### src/hdl/assert_macros.svh
// Assertion macros shared by the easing block modules.
// No dependencies; compiled out when SYNTHESIS is defined.
`ifndef ASSERT_MACROS_SVH
`define ASSERT_MACROS_SVH
`ifndef SYNTHESIS
`define BEI_ASSERT_IMPL(lbl, clk, rst_n, ante, cons) \
	lbl: assert property (@(posedge clk) disable iff (!rst_n) (ante) |-> (cons)) \
		else $error("assertion failed");
`define BEI_ASSERT_NEXT(lbl, clk, rst_n, ante, cons) \
	lbl: assert property (@(posedge clk) disable iff (!rst_n) (ante) |=> (cons)) \
		else $error("assertion failed");
`else
`define BEI_ASSERT_IMPL(lbl, clk, rst_n, ante, cons)
`define BEI_ASSERT_NEXT(lbl, clk, rst_n, ante, cons)
`endif
`endif

### src/hdl/bei_pkg.sv
`timescale 1ns / 1ps
// Shared constants and types of the Bezier easing block.
// No dependencies.
package bei_pkg;
	localparam int NUM_CURVES_DEF = 16;
	localparam int PTS_PER_CURVE = 4;
	localparam int CURVE_W = 4;
	localparam int POINT_W = 2;
	localparam int PT_W = 16;
	localparam int TIME_W = 13;
	localparam int POS_W = 32;
	localparam int LANES = 3;
	localparam int FRAC_W = 12;
	localparam int HALF_Q12 = 2048;
	localparam logic [TIME_W-1:0] ONE_Q12 = 13'd4096;
	localparam logic FUNC_STEP = 1'b0;
	localparam logic FUNC_WRITE = 1'b1;

	typedef logic signed [PT_W-1:0] pt_t;
	typedef pt_t [PTS_PER_CURVE-1:0] pts_t;
	typedef logic signed [POS_W-1:0] pos_t;
	typedef pos_t [LANES-1:0] lanes_t;

	typedef struct packed {
		lanes_t org;
		lanes_t dst;
	} vec_pair_t;

	typedef struct packed {
		logic run;
		logic [TIME_W-1:0] t;
	} bez_ctl_t;
endpackage

### src/hdl/bei_bezier.sv
`timescale 1ns / 1ps
// De Casteljau evaluation of the curve y at time t, three levels of two stages.
// Depends on bei_pkg.
module bei_bezier (
	input  logic              clk,
	input  logic              arst_n,
	input  bei_pkg::bez_ctl_t ctl_s1,
	input  bei_pkg::pts_t     pts_s1,
	output bei_pkg::bez_ctl_t ctl_s7,
	output bei_pkg::pt_t      y_s7
);
	localparam int BMUL_W = bei_pkg::PT_W + bei_pkg::TIME_W + 2;

	typedef logic signed [BMUL_W-1:0] bmul_t;

	function automatic bmul_t bez_mul(input bei_pkg::pt_t a, input bei_pkg::pt_t b,
			input logic [bei_pkg::TIME_W-1:0] t);
		logic signed [bei_pkg::PT_W:0] d;
		d = {b[bei_pkg::PT_W-1], b} - {a[bei_pkg::PT_W-1], a};
		return BMUL_W'(d) * BMUL_W'($signed({1'b0, t}));
	endfunction

	// a + floor((m + half) / 4096)
	function automatic bei_pkg::pt_t bez_add(input bei_pkg::pt_t a, input bmul_t m);
		bmul_t r;
		r = (m + $signed(BMUL_W'(bei_pkg::HALF_Q12))) >>> bei_pkg::FRAC_W;
		return bei_pkg::PT_W'(BMUL_W'(a) + r);
	endfunction

	bei_pkg::bez_ctl_t ctl_s2, ctl_s3, ctl_s4, ctl_s5, ctl_s6;
	bmul_t             m01_s2, m12_s2, m23_s2, mab_s4, mbc_s4, mde_s6;
	bei_pkg::pt_t      p0_s2, p1_s2, p2_s2;
	bei_pkg::pt_t      a_s3, b_s3, c_s3, a_s4, b_s4, d_s5, e_s5, d_s6;

	always_ff @(posedge clk or negedge arst_n) begin
		if (!arst_n) begin
			ctl_s2 <= '0;
			ctl_s3 <= '0;
			ctl_s4 <= '0;
			ctl_s5 <= '0;
			ctl_s6 <= '0;
			ctl_s7 <= '0;
		end else begin
			ctl_s2 <= ctl_s1;
			ctl_s3 <= ctl_s2;
			ctl_s4 <= ctl_s3;
			ctl_s5 <= ctl_s4;
			ctl_s6 <= ctl_s5;
			ctl_s7 <= ctl_s6;
		end
	end

	always_ff @(posedge clk) begin
		m01_s2 <= bez_mul(pts_s1[0], pts_s1[1], ctl_s1.t);
		m12_s2 <= bez_mul(pts_s1[1], pts_s1[2], ctl_s1.t);
		m23_s2 <= bez_mul(pts_s1[2], pts_s1[3], ctl_s1.t);
		p0_s2 <= pts_s1[0];
		p1_s2 <= pts_s1[1];
		p2_s2 <= pts_s1[2];

		a_s3 <= bez_add(p0_s2, m01_s2);
		b_s3 <= bez_add(p1_s2, m12_s2);
		c_s3 <= bez_add(p2_s2, m23_s2);

		mab_s4 <= bez_mul(a_s3, b_s3, ctl_s3.t);
		mbc_s4 <= bez_mul(b_s3, c_s3, ctl_s3.t);
		a_s4 <= a_s3;
		b_s4 <= b_s3;

		d_s5 <= bez_add(a_s4, mab_s4);
		e_s5 <= bez_add(b_s4, mbc_s4);

		mde_s6 <= bez_mul(d_s5, e_s5, ctl_s5.t);
		d_s6 <= d_s5;

		y_s7 <= bez_add(d_s6, mde_s6);
	end
endmodule

### config.mk
export PLATFORM = sky130hd
export DESIGN_NAME = bei_bezier
export DESIGN_NICKNAME = d
export VERILOG_FILES = /design/src/hdl/assert_macros.svh /design/src/hdl/bei_pkg.sv /design/src/hdl/bei_bezier.sv
export SDC_FILE = /design/constraint.sdc
export NUM_CORES = 2
export LEC_CHECK = 0
export BUFFER_PORTS_ARGS = -buffer_cell sky130_fd_sc_hd__clkbuf_2
export CAP_MARGIN = 30
export CORE_ASPECT_RATIO = 1.1
export CORE_UTILIZATION = 35
export DETAILED_ROUTE_END_ITERATION = 6
export PLACE_DENSITY = 0.47
export REMOVE_ABC_BUFFERS = 1
export SLEW_MARGIN = 20
export SYNTH_ARGS = -nofsm -noshare
export SYNTH_HDL_FRONTEND = slang
export SYNTH_SLANG_ARGS = --single-unit
### constraint.sdc
create_clock -name clk -period 11 [get_ports clk]
set_input_delay 1.65 -clock clk [delete_from_list [all_inputs] [get_ports clk]]
set_output_delay 1.65 -clock clk [all_outputs]
set_load 0.05 [all_outputs]
# == Yosys cells after proc, flatten, opt, wreduce, memory -nomap -nowiden ==
# Cells that the tools add are included.
# word_totals
regBits,444
word_cells,54
# classes
addsub,18
mul,6
# op_table
op,n
$add A28 B13 Y28 const B,6
$mul A17 B14 Y28,6
$sub A16 B16 Y17,6
$add A16 B16 Y16,6

# == Depth between registers and ports, before layout ==
# logic_depth
ltp_word,2
ltp_mapped,35

# == Least setup slack after synthesis ==
# No wires, ideal clock.
# synth_timing
kind,input -> register
from,input port pts_s1[33] in the netlist's numbering
to,register m23_s2[27]
t_arrival_ns,9.435
required_ns,10.882
path_slack_ns,1.446
path_stages,32
path_buffers,1
cell_sequence,inv_1 > ha_1 > nor2b_1 > o31a_1 > nor3_1 > o31ai_1 > o41ai_1 > o21ai_0 > o41ai_1 > xnor2_1 > clkbuf_1 > and2_1 > fa_1 > inv_1 > fa_1 > inv_1 > fa_1 > fa_1 > fa_1 > inv_1 > fa_1 > inv_1 > ha_1 > a21oi_1 > nor2b_1 > or3_1 > a311oi_1 > o31ai_1 > a41o_1 > o41ai_1 > xnor3_1 > xnor2_1
# synth_between
elab_chain_len,2
# synth_lines
item,line_no,source
start: declaration,bei_bezier.sv:8,"input bei_pkg::pts_t pts_s1,"
$sub A16 B16 Y17,bei_bezier.sv:19,"d = {b[bei_pkg::PT_W-1], b} - {a[bei_pkg::PT_W-1], a};"
$mul A17 B14 Y28,bei_bezier.sv:20,"return BMUL_W'(d) * BMUL_W'($signed({1'b0, t}));"
end signal: assignment,bei_bezier.sv:56,"m23_s2 <= bez_mul(pts_s1[2], pts_s1[3], ctl_s1.t);"
end: declaration,bei_bezier.sv:31,"bmul_t m01_s2, m12_s2, m23_s2, mab_s4, mbc_s4, mde_s6;"
# No other way between the ends.

# == Final worst setup path ==
# Ends and elaborated chain as after synthesis.

==> results_dict.tcl <==
set metrics [dict create \
    status "finished, final reports clean" \
    die_x_um 403.5 \
    critPathLaunchType "input port" \
    relSlewSlack 0.3540 \
    grt_max_degree 59 \
    final_cell_mix "inv_1 (1,504), fa_1 (1,179), nand2_1 (754), ha_1 (597), and2_1 (528)" \
    clkLatencyLatePin_ps 650 \
    core_region_area_um2 175700 \
    async_reset_ff_frac 0.2222 \
    gp_congestion 0.8297 \
    detail_route.first_pass.iterations 5 \
    grt_antenna_before_repair 9 \
    gr-total-overflow 0 \
    viasPerCell 4.680 \
    syn_avg_cell_area_um2 9.215 \
    cts_resized 0 \
    layout_commonest_cell "inv_1" \
    ys.warnings.count 0 \
    area_growth_pct 8.943 \
    postPlaceCellArea_um2 65890 \
    whs_ps 344.7 \
    crit_arrival_ps 10700 \
    finalCritPeriodShare 0.9253 \
    drt-total-wl_mm 167.9 \
    netlist_instances 6736 \
    clk_pin_slew_ps 60 \
    cts_buffer_depth 3 \
    drive_above_1_share 0.05614 \
    r2r_end "mab_s4[27]$_DFF_P_" \
    io_buffers 109 \
    synth_area_um2 62070 \
    r2r-start "a_s3[1]$_DFF_P_" \
    fill_cells 18160 \
    cts_root_buffer "clkbuf_16" \
    drc 0 \
    die_h_um 443.7 \
    dieArea_um2 179000 \
    synth.area.top_cells "fa_1 (38%), ha_1 (12%), dfxtp_1 (9.5%)" \
    synthFlopType "dfxtp_1" \
    worstSetupPathType "input port to register" \
    worstPathMaxFanout 12 \
    finalHoldViolCount 0 \
    grt_pass1_wl_mm 264.2 \
    drt_iter0_drc 1936 \
    worst_pin_slew_ps 969.0 \
    cts_buffers 50 \
    synth_edf_count 0 \
    skew_ps 28.09 \
    period_needed_ps 10180 \
    synth_top_area_share 0.3802 \
    ff2ff_path_depth 32 \
    drv_slew 0 \
    min_from "ctl_s2[6]$_DFF_PN0_" \
    crit_family "adder cells" \
    cpPeakStageDelay_ps 530 \
    grt_pass1_vias 46150 \
    synth_area_leader_cell "fa_1" \
    ys_types 66 \
    endpoint_kind "register" \
    ios 110 \
    worstPathRequired_ps 11530 \
    vias 43070 \
    fin_area_um2 67630 \
    worstHoldPathCells 0 \
    wl_per_cell_um 18.25 \
    dp_hpwl_mm 134.8 \
    cts_setup_buffers 0 \
    nets 8654 \
    cts_num_sinks 378 \
    fmax_mhz 98.25 \
    report.final.setup_viol 0 \
    grt.total_usage 0.1911 \
    yosysSeqAreaShare 0.1287 \
    hp-class "register to register" \
    timing.setup.tns_ps 0 \
    ant_nets 0 \
    initial_core_util 0.3534 \
    min_to "ctl_s3[6]$_DFF_PN0_" \
    slowest_stage "fa_1" \
    rows 161 \
    hold_buffers 0 \
    cap_viol_max_count 0 \
    htreeDepth 2 \
    path_buf_inv 7 \
    crit_top_cell "fa_1" \
    rsz0062_at_grt "no" \
    synth-seq-cells 378 \
    r2r_slack_ps 2000 \
    cts_tree "yes" \
    diodes 0 \
]
-- synth_stat cells (4+ instances only) --
library cell,n
and3_1,46
o21ai_0,81
nand2b_1,64
a21oi_1,148
a21o_1,53
nor2_1,200
dfxtp_1,294
or2_2,7
and2_1,528
a21boi_0,4
ha_1,597
a211o_1,5
a31oi_1,17
xnor2_1,301
o31ai_1,9
o211ai_1,15
dfrtp_1,84
xnor3_1,5
nor3_1,73
nand3_1,96
clkbuf_1,228
a41oi_1,4
o311ai_0,4
a211oi_1,8
o41ai_1,11
o21bai_1,28
nor2b_1,130
fa_1,1179
nand4_1,20
or3_1,10
a31o_2,8
a2111o_1,4
nand2_1,754
o21a_1,49
o31a_1,9
a41o_1,6
xor2_1,99
inv_1,1504
o2111ai_1,9
-- final cells by class --
cell class	instances	area (um^2)	share of cell area
timing repair buffer	241	1569	0.02320
multi-input combinational	4623	47750	0.7060
tap	2363	2957	0.04372
inverter	1504	5645	0.08348
sequential	378	7999	0.1183
clock buffer	60	1339	0.01980
clock inverter	34	371.6	0.005495
-- through the flow --
| step | cells | setup slack, ps | utilization |
|---|---|---|---|
| 2_1_floorplan | 6505 | 1475 | - |
| 3_3_place_gp | 9103 | 277.2 | 0.3748 |
| 3_5_place_dp | 9106 | 171.7 | 0.3751 |
| 4_1_cts | 9200 | 809.9 | 0.3848 |
| 5_1_grt | 9203 | 143.1 | 0.3850 |
| 6_report | 9203 | 822.0 | 0.3850 |
-- flip-flops by register name, summed over array words and instances (netlist names), 17 cells and up --
register and count:
mab_s4 17, mbc_s4 17, m23_s2 17, mde_s6 17
m01_s2 17, m12_s2 17
-- how the worst max path moves through the flow --
stage / cells past startpoint / slack [ps] / endpoint / startpoint
2_1_floorplan: 31 / 1470 / m23_s2[27]$_DFF_P_ / pts_s1[33]
3_3_place_gp: 32 / 280 / m23_s2[27]$_DFF_P_ / pts_s1[33]
3_5_place_dp: 32 / 170 / m23_s2[27]$_DFF_P_ / pts_s1[33]
4_1_cts: 32 / 810 / m23_s2[27]$_DFF_P_ / pts_s1[33]
5_1_grt: 32 / 140 / m23_s2[27]$_DFF_P_ / pts_s1[33]
6_report: 32 / 820 / m23_s2[27]$_DFF_P_ / pts_s1[33]
-- logic make-up (layout without fill, tap and decap cells) --
family                     count (synthesis)  in the layout  synth area share
and+or+nand+nor                         1942           1942            0.1544
adders and majority gates               1776           1776            0.5006
buffers and inverters                   1735           1839            0.1049
AOI/OAI and AO/OA                        500            500           0.05323
xor gates and xnor gates                 405            405           0.05825
DFF                                      378            378            0.1287
-- worst reg2reg max path: cells and delay by family, from the launching register on --
family	cells	cell delay, ps
adders and majority gates	8	3580
buffers and inverters	6	500
and+or+nand+nor	2	330
xor gates and xnor gates	2	210
AOI/OAI and AO/OA	14	3690
DFF	1	600
-- routing by layer --
| metal | up-vias | track usage | wire length (um) |
|---|---|---|---|
| li1 | 20320 | - | - |
| met1 | 21970 | 0.2401 | 71690 |
| met2 | 581 | 0.3484 | 87000 |
| met3 | 184 | 0.01740 | 4587 |
| met4 | 8 | 0.04865 | 4587 |
| met5 | - | 0 | 54 |
Power is not shown: default switching activity piles up to over one toggle a cycle in this logic, so the estimate is an artifact.
