## config.mk

```make
export PLATFORM = sky130hd
export DESIGN_NAME = bei_lerp_out
export DESIGN_NICKNAME = d
export VERILOG_FILES = /design/src/hdl/assert_macros.svh /design/src/hdl/bei_pkg.sv /design/src/hdl/bei_lerp_out.sv
export SDC_FILE = /design/constraint.sdc
export NUM_CORES = 2
export LEC_CHECK = 0
export BUFFER_PORTS_ARGS = -buffer_cell sky130_fd_sc_hd__buf_2
export CAP_MARGIN = 20
export CORE_UTILIZATION = 45
export CTS_CLUSTER_DIAMETER = 40
export CTS_CLUSTER_SIZE = 25
export DETAILED_ROUTE_END_ITERATION = 8
export GPL_TIMING_DRIVEN = 0
export SYNTH_ARGS = -nofsm -noshare
export SYNTH_HDL_FRONTEND = slang
export SYNTH_SLANG_ARGS = --single-unit
```

## constraint.sdc

```tcl
create_clock -name clk -period 4.27 [get_ports clk]
set_input_delay 0.2135 -clock clk [delete_from_list [all_inputs] [get_ports clk]]
set_output_delay 0.2135 -clock clk [all_outputs]
set_load 0.03 [all_outputs]
```

## src/hdl/assert_macros.svh

```systemverilog
// Assertion macros shared by the easing block modules.
// No dependencies; compiled out when SYNTHESIS is defined.
`ifndef ASSERT_MACROS_SVH
`define ASSERT_MACROS_SVH
`ifndef SYNTHESIS
`define BEI_ASSERT_IMPL(lbl, clk, rst_n, ante, cons) \
	lbl: assert property (@(posedge clk) disable iff (!rst_n) (ante) |-> (cons)) \
		else $error("assertion failed");
`define BEI_ASSERT_NEXT(lbl, clk, rst_n, ante, cons) \
	lbl: assert property (@(posedge clk) disable iff (!rst_n) (ante) |=> (cons)) \
		else $error("assertion failed");
`else
`define BEI_ASSERT_IMPL(lbl, clk, rst_n, ante, cons)
`define BEI_ASSERT_NEXT(lbl, clk, rst_n, ante, cons)
`endif
`endif

```

## src/hdl/bei_pkg.sv

```systemverilog
`timescale 1ns / 1ps
// Shared constants and types of the Bezier easing block.
// No dependencies.
package bei_pkg;
	localparam int NUM_CURVES_DEF = 16;
	localparam int PTS_PER_CURVE = 4;
	localparam int CURVE_W = 4;
	localparam int POINT_W = 2;
	localparam int PT_W = 16;
	localparam int TIME_W = 13;
	localparam int POS_W = 32;
	localparam int LANES = 3;
	localparam int FRAC_W = 12;
	localparam int HALF_Q12 = 2048;
	localparam logic [TIME_W-1:0] ONE_Q12 = 13'd4096;
	localparam logic FUNC_STEP = 1'b0;
	localparam logic FUNC_WRITE = 1'b1;

	typedef logic signed [PT_W-1:0] pt_t;
	typedef pt_t [PTS_PER_CURVE-1:0] pts_t;
	typedef logic signed [POS_W-1:0] pos_t;
	typedef pos_t [LANES-1:0] lanes_t;

	typedef struct packed {
		lanes_t org;
		lanes_t dst;
	} vec_pair_t;

	typedef struct packed {
		logic run;
		logic [TIME_W-1:0] t;
	} bez_ctl_t;
endpackage

```

## src/hdl/bei_lerp_out.sv

```systemverilog
`timescale 1ns / 1ps
// Final start-to-end interpolation by the eased value, three lanes, with saturation.
// Depends on bei_pkg.
module bei_lerp_out (
	input  logic                            clk,
	input  logic                            arst_n,
	input  bei_pkg::bez_ctl_t               ctl_s7,
	input  bei_pkg::pt_t                    y_s7,
	input  bei_pkg::vec_pair_t              vec_s7,
	output logic                            done,
	output logic [bei_pkg::TIME_W-1:0]      new_time,
	output bei_pkg::pt_t                    eased,
	output bei_pkg::lanes_t                 out_l
);
	localparam int FMUL_W = bei_pkg::POS_W + 1 + bei_pkg::PT_W;

	typedef logic signed [FMUL_W-1:0] fmul_t;

	function automatic fmul_t fin_mul(input bei_pkg::pos_t s, input bei_pkg::pos_t e,
			input bei_pkg::pt_t y);
		logic signed [bei_pkg::POS_W:0] d;
		d = {e[bei_pkg::POS_W-1], e} - {s[bei_pkg::POS_W-1], s};
		return FMUL_W'(d) * FMUL_W'(y);
	endfunction

	function automatic bei_pkg::pos_t fin_add(input bei_pkg::pos_t s, input fmul_t m);
		fmul_t                              r;
		fmul_t                              sum;
		logic [FMUL_W-bei_pkg::POS_W:0]     hi;
		bei_pkg::pos_t                      res;
		r = (m + $signed(FMUL_W'(bei_pkg::HALF_Q12))) >>> bei_pkg::FRAC_W;
		sum = FMUL_W'(s) + r;
		hi = sum[FMUL_W-1:bei_pkg::POS_W-1];
		if (hi == '0 || hi == '1) res = sum[bei_pkg::POS_W-1:0];
		else if (sum[FMUL_W-1]) res = {1'b1, {(bei_pkg::POS_W-1){1'b0}}};
		else res = {1'b0, {(bei_pkg::POS_W-1){1'b1}}};
		return res;
	endfunction

	bei_pkg::bez_ctl_t ctl_s8;
	bei_pkg::pt_t      y_s8;
	bei_pkg::lanes_t   org_s8;
	fmul_t             m_s8 [bei_pkg::LANES];
	logic              done_q;
	logic [bei_pkg::TIME_W-1:0] new_time_q;
	bei_pkg::pt_t      eased_q;
	bei_pkg::lanes_t   out_q;

	always_ff @(posedge clk or negedge arst_n) begin
		if (!arst_n) begin
			ctl_s8 <= '0;
			done_q <= 1'b0;
		end else begin
			ctl_s8 <= ctl_s7;
			done_q <= ctl_s8.run;
		end
	end

	always_ff @(posedge clk) begin
		y_s8 <= y_s7;
		org_s8 <= vec_s7.org;
		for (int i = 0; i < bei_pkg::LANES; i++) begin
			m_s8[i] <= fin_mul(vec_s7.org[i], vec_s7.dst[i], y_s7);
			out_q[i] <= fin_add(org_s8[i], m_s8[i]);
		end
		new_time_q <= ctl_s8.t;
		eased_q <= y_s8;
	end

	assign done = done_q;
	assign new_time = new_time_q;
	assign eased = eased_q;
	assign out_l = out_q;
endmodule

```

**Yosys cells after proc, flatten, opt, wreduce, memory -nomap -nowiden**

Memories as Yosys holds them, arrays and structs flattened.
Cells that the tools add are included.
Widths: inputs -> output; s select.

- Flip-flop bits (word level): 252
- Memory bits (writable): 147
- Input bits: 224
- Output and inout bits: 126
- Logic and storage cells: 40
- Memories: 1

Memories:

| name | words | width | rd ports | clocked after Yosys merged registers in | wr ports | RTL line | RTL |
|---|---|---|---|---|---|---|---|
| m_s8 | 3 | 49 | 3 | 0 | 3 | bei_lerp_out.sv:43 | `fmul_t m_s8 [bei_pkg::LANES];` |

- $add $sub $neg: 9
- Multiply operators: 3
- Equal/unequal tests: 3
- Multiplexer cells: 6
- Reductions and logical operators: 6

Operators with widths:

| kind | count |
|---|---|
| $mux 32 | 6 |
| $add 49x13->49 const B | 3 |
| $mul 33x16->49 | 3 |
| $add 32x37->38 | 3 |
| $sub 32x32->33 | 3 |
| $eq 18x18->1 const B | 3 |
| $logic_not 18->1 | 3 |
| $logic_or 1x1->1 | 3 |

**Depth between registers and ports, before layout**

- Depth after elaboration: 5
- Mapped depth: 38

**Worst setup path before layout**

Ideal clock, no wire load.

- Path type: input port to flip-flop
- Start point: input port vec_s7[0] in the netlist's numbering
- End point: memory m_s8[0][45] in the netlist's numbering
- Data arrival time: 8.281 ns
- Required time: 4.150 ns
- Slack: -4.130 ns
- Cell stages on the path: 33
- Buffers on the path: 1
- Cell sequence: inv_1 > ha_1 > fa_1 > nand2b_1 > a21boi_1 > o21ai_0 > o211ai_1 > a21o_1 > a21oi_1 > xnor2_1 > clkbuf_1 > nand2_1 > fa_1 > inv_1 > fa_1 > fa_1 > fa_1 > inv_1 > fa_1 > fa_1 > inv_1 > ha_1 > o21ai_0 > inv_1 > a2111oi_0 > o32ai_1 > a211o_1 > o2111a_1 > nand2b_1 > a21oi_1 > o31a_1 > nor4_1 > a211o_1

RTL lines:

| element | RTL line | RTL |
|---|---|---|
| start, declared | bei_lerp_out.sv:9 | `input bei_pkg::vec_pair_t vec_s7,` |
| end, declared | bei_lerp_out.sv:43 |  |

==> results.rst <==
.. list-table::
   :header-rows: 1

   * - Metric
     - Value
   * - Total number of yosys warnings
     - 0
   * - Average cell area after synthesis
     - 8.96 sq um
   * - Largest stage delay, worst path
     - 0.56 ns
   * - Final routed wire length divided by cell count
     - 22.3 um
   * - Finished Layout Cells
     - 11400
   * - Actual transition at the worst max-transition pin
     - 1.28 ns
   * - Root buffer cell
     - sky130_fd_sc_hd__clkbuf_16
   * - Startpoint-to-endpoint class of the critical path
     - input port to flop
   * - Violations in the final reports
     - negative setup slack
   * - Final wirelength
     - 254000 um
   * - Period utilisation layout
     - 187%
   * - Via Count
     - 60400
   * - Fraction of final layout cells sized beyond drive strength 1
     - 22.2%
   * - Wire length of the first global-routing pass
     - 387000 um
   * - Biggest area consumer among synthesized cells
     - sky130_fd_sc_hd__fa_1
   * - Hold Crit Endpoint
     - org_s8[4]
   * - Layout Area Growth over Synthesis
     - 27.2%
   * - Crit Reg-Reg Startpoint
     - m_s8[0][112]
   * - Vias per std cell
     - 5.29
   * - Core Area
     - 0.161 sq mm
   * - Minimum period implied by the final worst setup slack
     - 7.98 ns
   * - Reg2reg setup slack
     - -0.40 ns
   * - Number of synthesized flops with an enable pin
     - 0
   * - Clock tree from TritonCTS
     - built
   * - Final setup viols
     - 206
   * - Worst slack at placement
     - -5.66 ns
   * - Status
     - finished, violations left
   * - Cells after Synth
     - 8177
   * - DRC viols
     - 0
   * - Reported max-cap violation count
     - 0
   * - Sequential-to-total area share from yosys stat
     - 10.1%
   * - Cell seen most often among critical-path stages
     - sky130_fd_sc_hd__fa_1
   * - Maximum level of the CTS H-tree
     - 3
   * - Fin area
     - 0.0932 sq mm
   * - Synth unique cells
     - 82
   * - Starting Density
     - 45.5%
   * - Class of the worst hold path
     - input port to flop
   * - Die Footprint
     - 0.164 sq mm
   * - Clock network latency to the later pin of the worst-skew pair
     - 0.76 ns
   * - Number of top-level pins
     - 350
   * - Number of sinks driven by the clock tree
     - 366
   * - Worst-case reg-to-reg path depth
     - 20
   * - Critical path data required time
     - 4.84 ns
   * - Kind of end point of the critical path
     - flop
   * - GR Overflow Total
     - 0
   * - Area of placed instances
     - 0.0801 sq mm
   * - TritonRoute pass-1 iters
     - 6
   * - Global-route total usage across every layer
     - 31.7%
   * - Reg clk slew, reported paths
     - 0.05 ns
   * - Max Fclk
     - 125 MHz
   * - Max-slew violation count
     - 0
   * - Routability congestion estimate from global placement
     - 0.982
   * - Leading cell types by total area after synthesis
     - sky130_fd_sc_hd__fa_1 41%, sky130_fd_sc_hd__dfxtp_1 9.6%, sky130_fd_sc_hd__ha_1 9.4%
   * - Buffer levels on the longest clock path
     - 3
   * - Post-detailed-route count of antenna-violating nets
     - 0
   * - Crit path launch type
     - input port
   * - WHS Path Cells
     - 2
   * - Fraction of post-synthesis cell area in the top cell type by area
     - 41.1%
   * - Synthesized area
     - 0.0733 sq mm
   * - Crit-path slowest cell
     - sky130_fd_sc_hd__fa_1
   * - Count of buffers inserted at the top-level ports
     - 349
   * - DIE HEIGHT
     - 406 um
   * - Worst slew slack as a fraction of its limit
     - 14.5%
   * - Number of nets at the end of the flow
     - 11500
   * - Worst setup slack after layout
     - -3.71 ns
   * - Critical-path maximum fanout
     - 10
   * - Hold violation count in the final report
     - 0
   * - Largest net degree at the start of global routing
     - 16
   * - Die boundary width
     - 406 um
   * - Startpoint of the most critical hold path
     - vec_s7[100]
   * - Unrepaired setup endpoints after global routing
     - yes
   * - Flip-flop cell with the highest count after synthesis
     - sky130_fd_sc_hd__dfxtp_1
   * - R2R Path End
     - out_l[66]
   * - DRC violation total after the first TritonRoute iteration
     - 4832
   * - Asr flop ratio synth
     - 4.10%
   * - # rows
     - 147
   * - Flops & latches, synth
     - 366
   * - Synthesized net count
     - 10500
   * - Initial antenna violation count
     - 23
   * - Final clock skew
     - 0.0701 ns
   * - Core Util, Final
     - 57.9%
   * - CP arrival
     - 8.55 ns
   * - Total clock buffers created by CTS
     - 81
   * - Number of global-route vias before repair
     - 64100
   * - Number of cells after detailed placement
     - 10700
   * - Detail Placement HPWL
     - 199000 um
==> synth_stat cells (13+ instances only) <==
master and count:
sky130_fd_sc_hd__buf_2 13, sky130_fd_sc_hd__o21a_1 41, sky130_fd_sc_hd__and2_1 553, sky130_fd_sc_hd__fa_1 1503
sky130_fd_sc_hd__nor2_1 252, sky130_fd_sc_hd__nor3_1 38, sky130_fd_sc_hd__a21oi_2 60, sky130_fd_sc_hd__a21oi_1 276
sky130_fd_sc_hd__nand2_1 1069, sky130_fd_sc_hd__xnor2_1 287, sky130_fd_sc_hd__ha_1 549, sky130_fd_sc_hd__inv_1 1732
sky130_fd_sc_hd__nand4_1 49, sky130_fd_sc_hd__dfxtp_1 351, sky130_fd_sc_hd__a21o_1 142, sky130_fd_sc_hd__dfrtp_1 15
sky130_fd_sc_hd__o21ai_0 163, sky130_fd_sc_hd__o21bai_1 35, sky130_fd_sc_hd__and4_1 13, sky130_fd_sc_hd__nor2b_1 100
sky130_fd_sc_hd__nand3_1 99, sky130_fd_sc_hd__a211oi_1 17, sky130_fd_sc_hd__o21ai_1 21, sky130_fd_sc_hd__a31oi_1 28
sky130_fd_sc_hd__clkbuf_1 297, sky130_fd_sc_hd__xor2_1 133, sky130_fd_sc_hd__nand2b_1 71, sky130_fd_sc_hd__and3_1 60
sky130_fd_sc_hd__o211ai_1 13
==> per-stage QoR <==
step / hold WS (ns) / setup TNS, ns
after floorplan: -0.0821 / -305.81
after global placement: 0.132 / -596.77
after detailed placement: 0.131 / -601.96
after CTS: 0.0276 / -313.47
after global routing: 0.0700 / -372.28
final: 0.103 / -331.77
==> cell type report <==
class / instances / area, sq um
inverters: 1732 / 6540
diodes: 10 / 25.0
multi-input cells: 5756 / 63900
clock buffers: 95 / 2190
clock inverters: 55 / 689
repair buffers: 955 / 7710
fillers: 14300 / 67900
flip-flops and latches: 366 / 7440
plain buffers: 303 / 2010
well taps: 2160 / 2700
==> metal layers <==
layer / wire, um / global-route usage [%] / up-vias
met4: 11500 / 13.0 / 6
met5: 46 / 0 / -
li1: - / - / 26900
met2: 116000 / 49.7 / 2454
met1: 103000 / 41.7 / 30600
met3: 23800 / 7.88 / 505
==> how the worst max path moves through the flow <==
stage               slack, ns         from  depth (start not counted)           end
finish                  -3.71  vec_s7[168]                         33  m_s8[0][146]
global route            -4.01  vec_s7[162]                         34  m_s8[0][146]
CTS                     -3.63   vec_s7[64]                         40  m_s8[0][145]
detailed placement      -5.66    vec_s7[0]                         31   m_s8[0][45]
global placement        -5.61  vec_s7[129]                         32   m_s8[0][97]
floorplan               -3.58   vec_s7[64]                         36  m_s8[0][145]
==> worst max-delay path: cells and delay by family <==
kind / cells / cell delay [ns]
buffers and inverters: 8 / 1.02
AO/OA/AOI/OAI: 13 / 3.13
XOR/XNOR: 2 / 0.44
AND/OR/NAND/NOR: 2 / 0.21
adder cells (fa/ha/maj): 8 / 3.51
==> flip-flops by register name, summed over array words and instances, names as in the netlist <==
name / count
m_s8: 114
org_s8: 96
out_l: 96
eased: 16
y_s8: 16
ctl_s8: 14
new_time: 13
done: 1
==> layout by cell type, fill, tap and decap left out, types with 89 or more instances in the layout <==
| cell type | count |
|---|---|
| sky130_fd_sc_hd__fa_2 | 89 |
| sky130_fd_sc_hd__nor2_1 | 204 |
| sky130_fd_sc_hd__clkbuf_1 | 190 |
| sky130_fd_sc_hd__dfxtp_1 | 329 |
| sky130_fd_sc_hd__buf_4 | 354 |
| sky130_fd_sc_hd__o21ai_0 | 90 |
| sky130_fd_sc_hd__inv_1 | 1664 |
| sky130_fd_sc_hd__a21oi_1 | 175 |
| sky130_fd_sc_hd__buf_2 | 343 |
| sky130_fd_sc_hd__a21oi_2 | 132 |
| sky130_fd_sc_hd__ha_1 | 422 |
| sky130_fd_sc_hd__a21o_1 | 142 |
| sky130_fd_sc_hd__xor2_1 | 103 |
| sky130_fd_sc_hd__and2_1 | 535 |
| sky130_fd_sc_hd__ha_4 | 98 |
| sky130_fd_sc_hd__dlygate4sd3_1 | 128 |
| sky130_fd_sc_hd__fa_1 | 1414 |
| sky130_fd_sc_hd__xnor2_1 | 206 |
| sky130_fd_sc_hd__nand2_1 | 1006 |
==> logic make-up (layout without fill, tap and decap cells) <==
group | after synthesis | after routing | synth area share, %
compound gates | 931 | 931 | 8.35
fa+ha+maj | 2052 | 2052 | 50.4
xor+xnor | 420 | 420 | 5.02
other cells | 0 | 10 | 0
buf+inv | 2055 | 3140 | 10.6
mux | 4 | 4 | 0.0581
simple gates | 2349 | 2349 | 15.4
flops | 366 | 366 | 10.1
==> timing repair <==
item                                    CTS  global route
hold buffers                            128             0
gates cloned                             10             0
pin swaps                               558           248
hold endpoints to repair                141             0
buffers inserted                        366            68
resized for setup                       972           214
endpoints found under the setup margin  209           207
Power is not shown: default switching activity piles up to over one toggle a cycle in this logic, so the estimate is an artifact.
